### src/rtl/csu_pkg.sv
`timescale 1ns / 1ps
// ----------------------------------------------------------------------------
// csu_pkg
// Shared types, widths and helpers for the cosine similarity unit.
// ----------------------------------------------------------------------------
package csu_pkg;

    localparam int MAX_LEN_DEF  = 128;
    localparam int ELEM_W       = 16;
    localparam int SIM_W        = 16;
    localparam int R_W          = 15;
    localparam int FRAC_SHIFT   = 28;
    localparam int CHUNK_W      = 16;
    localparam int CHUNK_IDX_W  = 2;
    localparam int BIT_IDX_W    = $clog2(R_W);

    localparam logic signed [SIM_W-1:0] SIM_ONE = 16'sd16384;

    // bits to hold MAX_LEN squared 16-bit magnitudes
    function automatic int norm_w(input int max_len);
        return 30 + $clog2(max_len + 1);
    endfunction

    typedef enum logic [2:0] {
        ST_ACCUM,
        ST_MUL_P,
        ST_MUL_L,
        ST_SRCH_A,
        ST_SRCH_B,
        ST_EMIT
    } t_state;

    typedef struct packed {
        logic                   take;
        logic                   mul_p;
        logic                   mul_l;
        logic                   first;
        logic [CHUNK_IDX_W-1:0] chunk;
        logic                   srch_init;
        logic                   srch_a;
        logic                   srch_b;
        logic [BIT_IDX_W-1:0]   bit_idx;
        logic                   emit;
    } t_dp_cmd;

    typedef struct packed {
        logic last_taken;
        logic zero_norm;
        logic out_free;
    } t_dp_status;

endpackage

### src/rtl/csu_ctrl.sv
`timescale 1ns / 1ps
// ----------------------------------------------------------------------------
// csu_ctrl
// Sequencer for accumulation, wide products, root search and result load.
// ----------------------------------------------------------------------------
module csu_ctrl #(
    parameter int MAX_LEN = csu_pkg::MAX_LEN_DEF
) (
    input  logic                i_clk,
    input  logic                i_rst_n,
    input  csu_pkg::t_dp_status i_st,
    output csu_pkg::t_dp_cmd    o_cmd
);
    import csu_pkg::*;

    localparam int NORM_W = norm_w(MAX_LEN);
    localparam int NCH    = (NORM_W + CHUNK_W - 1) / CHUNK_W;

    localparam logic [CHUNK_IDX_W-1:0] LAST_CHUNK = CHUNK_IDX_W'(NCH - 1);
    localparam logic [BIT_IDX_W-1:0]   TOP_BIT    = BIT_IDX_W'(R_W - 1);

    t_state                 r_state, n_state;
    logic [CHUNK_IDX_W-1:0] r_chunk, n_chunk;
    logic [BIT_IDX_W-1:0]   r_bit, n_bit;

    always_ff @(posedge i_clk) begin
        if (!i_rst_n) begin
            r_state <= ST_ACCUM;
            r_chunk <= '0;
            r_bit   <= '0;
        end else begin
            r_state <= n_state;
            r_chunk <= n_chunk;
            r_bit   <= n_bit;
        end
    end

    always_comb begin
        n_state = r_state;
        n_chunk = r_chunk;
        n_bit   = r_bit;
        case (r_state)
            ST_ACCUM: begin
                n_chunk = '0;
                if (i_st.last_taken) begin
                    n_state = ST_MUL_P;
                end
            end
            ST_MUL_P: begin
                if (i_st.zero_norm) begin
                    n_state = ST_EMIT;
                    n_chunk = '0;
                end else if (r_chunk == LAST_CHUNK) begin
                    n_state = ST_MUL_L;
                    n_chunk = '0;
                end else begin
                    n_chunk = r_chunk + 1'b1;
                end
            end
            ST_MUL_L: begin
                n_bit = TOP_BIT;
                if (r_chunk == LAST_CHUNK) begin
                    n_state = ST_SRCH_A;
                    n_chunk = '0;
                end else begin
                    n_chunk = r_chunk + 1'b1;
                end
            end
            ST_SRCH_A: begin
                n_state = ST_SRCH_B;
            end
            ST_SRCH_B: begin
                if (r_bit == '0) begin
                    n_state = ST_EMIT;
                end else begin
                    n_state = ST_SRCH_A;
                    n_bit   = r_bit - 1'b1;
                end
            end
            ST_EMIT: begin
                if (i_st.out_free) begin
                    n_state = ST_ACCUM;
                end
            end
            default: begin
                n_state = ST_ACCUM;
            end
        endcase
    end

    always_comb begin
        o_cmd           = '0;
        o_cmd.chunk     = r_chunk;
        o_cmd.bit_idx   = r_bit;
        o_cmd.first     = (r_chunk == '0);
        case (r_state)
            ST_ACCUM:  o_cmd.take = 1'b1;
            ST_MUL_P: begin
                o_cmd.mul_p     = 1'b1;
                o_cmd.srch_init = 1'b1;
            end
            ST_MUL_L:  o_cmd.mul_l  = 1'b1;
            ST_SRCH_A: o_cmd.srch_a = 1'b1;
            ST_SRCH_B: o_cmd.srch_b = 1'b1;
            ST_EMIT:   o_cmd.emit   = i_st.out_free;
            default:   o_cmd.take   = 1'b0;
        endcase
    end

    a_emit_returns: assert property (@(posedge i_clk) disable iff (!i_rst_n)
        (r_state == ST_EMIT && i_st.out_free) |=> (r_state == ST_ACCUM))
        else $error("result load did not return to accumulation");

endmodule

### config.mk
export PLATFORM = sky130hd
export DESIGN_NAME = csu_ctrl
export DESIGN_NICKNAME = d
export VERILOG_FILES = /design/src/rtl/csu_pkg.sv /design/src/rtl/csu_ctrl.sv
export SDC_FILE = /design/constraint.sdc
export NUM_CORES = 1
export LEC_CHECK = 0
export ABC_AREA = 1
export BUFFER_PORTS_ARGS = -buffer_cell sky130_fd_sc_hd__buf_4
export CAP_MARGIN = 40
export CORE_MARGIN = 2
export CORE_UTILIZATION = 43
export DETAILED_ROUTE_END_ITERATION = 6
export PLACE_DENSITY = 0.82
export SLEW_MARGIN = 20
export SYNTH_ARGS = -nofsm -noshare
export SYNTH_HDL_FRONTEND = slang
export SYNTH_SLANG_ARGS = --single-unit
### constraint.sdc
create_clock -name i_clk -period 1.1 [get_ports i_clk]
set_input_delay 0.11 -clock i_clk [delete_from_list [all_inputs] [get_ports i_clk]]
set_output_delay 0.11 -clock i_clk [all_outputs]
set_load 0.02 [all_outputs]
==> results by group <==
STA
  • FMAX: 800 MHz
  • Setup TNS: -1570 ps
  • Setup violators final: 16
  • RSZ-0062 raised after global routing: true
  • Final Hold Viols: 0
  • Hold_ws: 105 ps
  • Worst-Margin Slew: 219 ps
  • Layout Skew: 11.2 ps
  • Slew HR: 85.4%
  • Slew Limit Fails: 0
  • Tmin final: 1250 ps
  • Fin crit share: 114%
  • Final worst slack: -150 ps

Critical path
  • Type of the worst setup path: flip-flop to output port
  • Worst Path Arrival: 1140 ps
  • R2R depth: 8
  • Required @ worst endpoint: 990 ps
  • Crit path launch type: flip-flop
  • Critical path peak fanout: 6
  • Critical Path End Type: output port
  • Reg2reg start: r_bit[1]
  • Crit path launch: r_state[2]

Floorplanning
  • Site Rows: 13
  • Die W: 41.3 microns
  • Core ar.: 1300 sq um
  • Ports: 19
  • Starting Density: 46.0%
  • Die area: 1710 sq um
  • Die H: 41.3 microns

Power
  • Power per Cell Area: 3110 nW/um^2
  • Gate power share: 72.7%
  • Maximum vdd ir drop: 1.56 mV
  • Int Pwr: 1.78 mW
  • Leakage Power: 0.543 nW
  • Register share of total power: 19.8%
  • Overall Power: 3.36 mW
  • Sw Share: 46.9%
  • Sw Pwr: 1.57 mW
  • Clock power share: 7.5%

Synthesis
  • Post-synthesis sequential area ratio: 30.1%
  • Syn avg cell area: 6.10 sq um
  • Flip-flop and latch count after synthesis: 9
  • Top post-synthesis cells by area: dfxtp_1 30%, nand2_1 17%, inv_1 11%
  • Post-synth net total: 105
  • Yosys cell types: 20
  • Cell area after synthesis: 598 sq um
  • Post-synthesis cell count: 98
  • Syn. warnings: 0
  • Top cell type's share of synthesized area: 30.1%
  • Post-synth top area cell: dfxtp_1

Finish
  • Final Instance Area: 1080 sq um
  • Area Overhead vs Synth: 80.3%
  • Finished Layout Cells: 153
  • Fraction of layout cells with a size suffix above 1: 58.0%
  • Fin nets: 146
  • ANT cells: 0
  • Post-layout util: 82.9%
  • Commonest non-fill, non-tap cell in the layout: buf_4
  • Most frequent cells in the layout: 29 x buf_4, 21 x nand2_1, 10 x inv_1, 9 x buf_6, 8 x nor2_1

Min path
  • HP Class: primary input to flip-flop
  • Hold path start: i_rst_n
  • WHS Path Cells: 3

GRT
  • First-pass GRT wire length: 2.55 mm
  • Number of antenna violations at the first check in global routing: 0
  • Vias in the first global route: 613
  • GRT Total Usage: 22.9%
  • Largest net degree at the start of global routing: 8
  • GRT Residual Overflow: 0

Route
  • Routed Wire Length: 2.00 mm
  • Antenna-violating nets left: 0
  • Avg WL per Cell: 13.1 microns
  • DR pass1 iterations: 4
  • Vias per inst: 4.87
  • 1st-iter DRT viols: 16
  • DR vias: 745
  • Remaining DRCs: 0

Clock network
  • TritonCTS Buffers: 3
  • Clock sink count: 9
  • CTS root buffer: clkbuf_4
  • # hold bufs at CTS: 0
  • Max Root-Sink Buffers: 2
  • Worst-path clk slew: 60 ps
  • CTS tree: yes
  • CTS H-tree lvls: 1
  • Clk_lat worst skew: 260 ps

Run status
  • Violated checks: setup timing
  • Status: complete, but fails checks

Place
  • Inst Count DP: 143
  • GP Congestion: 0.788
  • Port bufs: 18
  • Worst slack, placed: -137 ps
  • Placed inst area: 892 sq um
  • HPWL after DPL: 1.24 mm

Job
  • Max cap viols: 0
==> final cells by class <==
class                           count  area (sq um)
Multi-Input combinational cell     69           435
Timing Repair Buffer               38           319
Fill cell                          74           223
Sequential cell                     9           201
Inverter                           18          77.6
Clock buffer                        4          26.3
Tap cell                           15          18.8
==> registers in the layout, indices dropped and copies added (netlist names) <==
signal and cells:
r_bit 4, r_chunk 2, r_state 3
==> cells by family (layout without fill, tap and decap cells) <==
group                      count (synthesis)  after routing  share of synthesized area [%]
and+or+nand+nor                           55             55                           41.2
buffers and inverters                     20             60                           13.4
AOI/OAI and AO/OA                         11             11                           9.62
DFF                                        9              9                           30.1
adders and majority gates                  2              2                           4.18
xor gates and xnor gates                   1              1                           1.46
==> synthesized netlist by cell type (all sizes together) <==
master	count
nand4	2
nand2	30
dfxtp	9
nor3	1
o21ai	4
ha	2
nand3	4
xnor2	1
buf	2
nor2	17
nand3b	1
a21oi	6
o211ai	1
inv	18
==> worst max-delay path, stage by stage, from the launching register on <==
cell and delay, ps:
dfxtp_4 400, inv_2 60, buf_6 110, nor3_2 160, buf_4 160
==> power groups by stage <==
| stage | combinational (mW) | sequential [mW] | clock [mW] |
|---|---|---|---|
| 2_1_floorplan | 1.07 | 0.692 | 0 |
| 3_3_place_gp | 1.83 | 0.603 | 0 |
| 3_5_place_dp | 1.87 | 0.608 | 0 |
| 4_1_cts | 2.03 | 0.615 | 0.259 |
| 5_1_grt | 2.66 | 0.676 | 0.277 |
| 6_report | 2.44 | 0.664 | 0.251 |
==> what timing repair did <==
item	CTS	global route
pin swaps	3	4
setup buffers	1	5
gates resized for setup	13	26
endpoints found under the setup margin	16	17
==> worst paths after layout <==
| path | to | slack, ps |
|---|---|---|
| hold / removal | r_state[2] | 110 |
| setup reg to reg | r_bit[3] | -120 |
| setup / recovery | o_cmd[0] | -150 |
| hold reg to reg | r_chunk[1] | 580 |
==> routing by layer <==
metal  routed length, microns  track usage (%)
met3                       73             6.38
met4                       10             8.87
met2                     1030             37.1
met1                      888             28.7
met5                        0                0
Note: power is estimated with default switching activity, not from simulation.
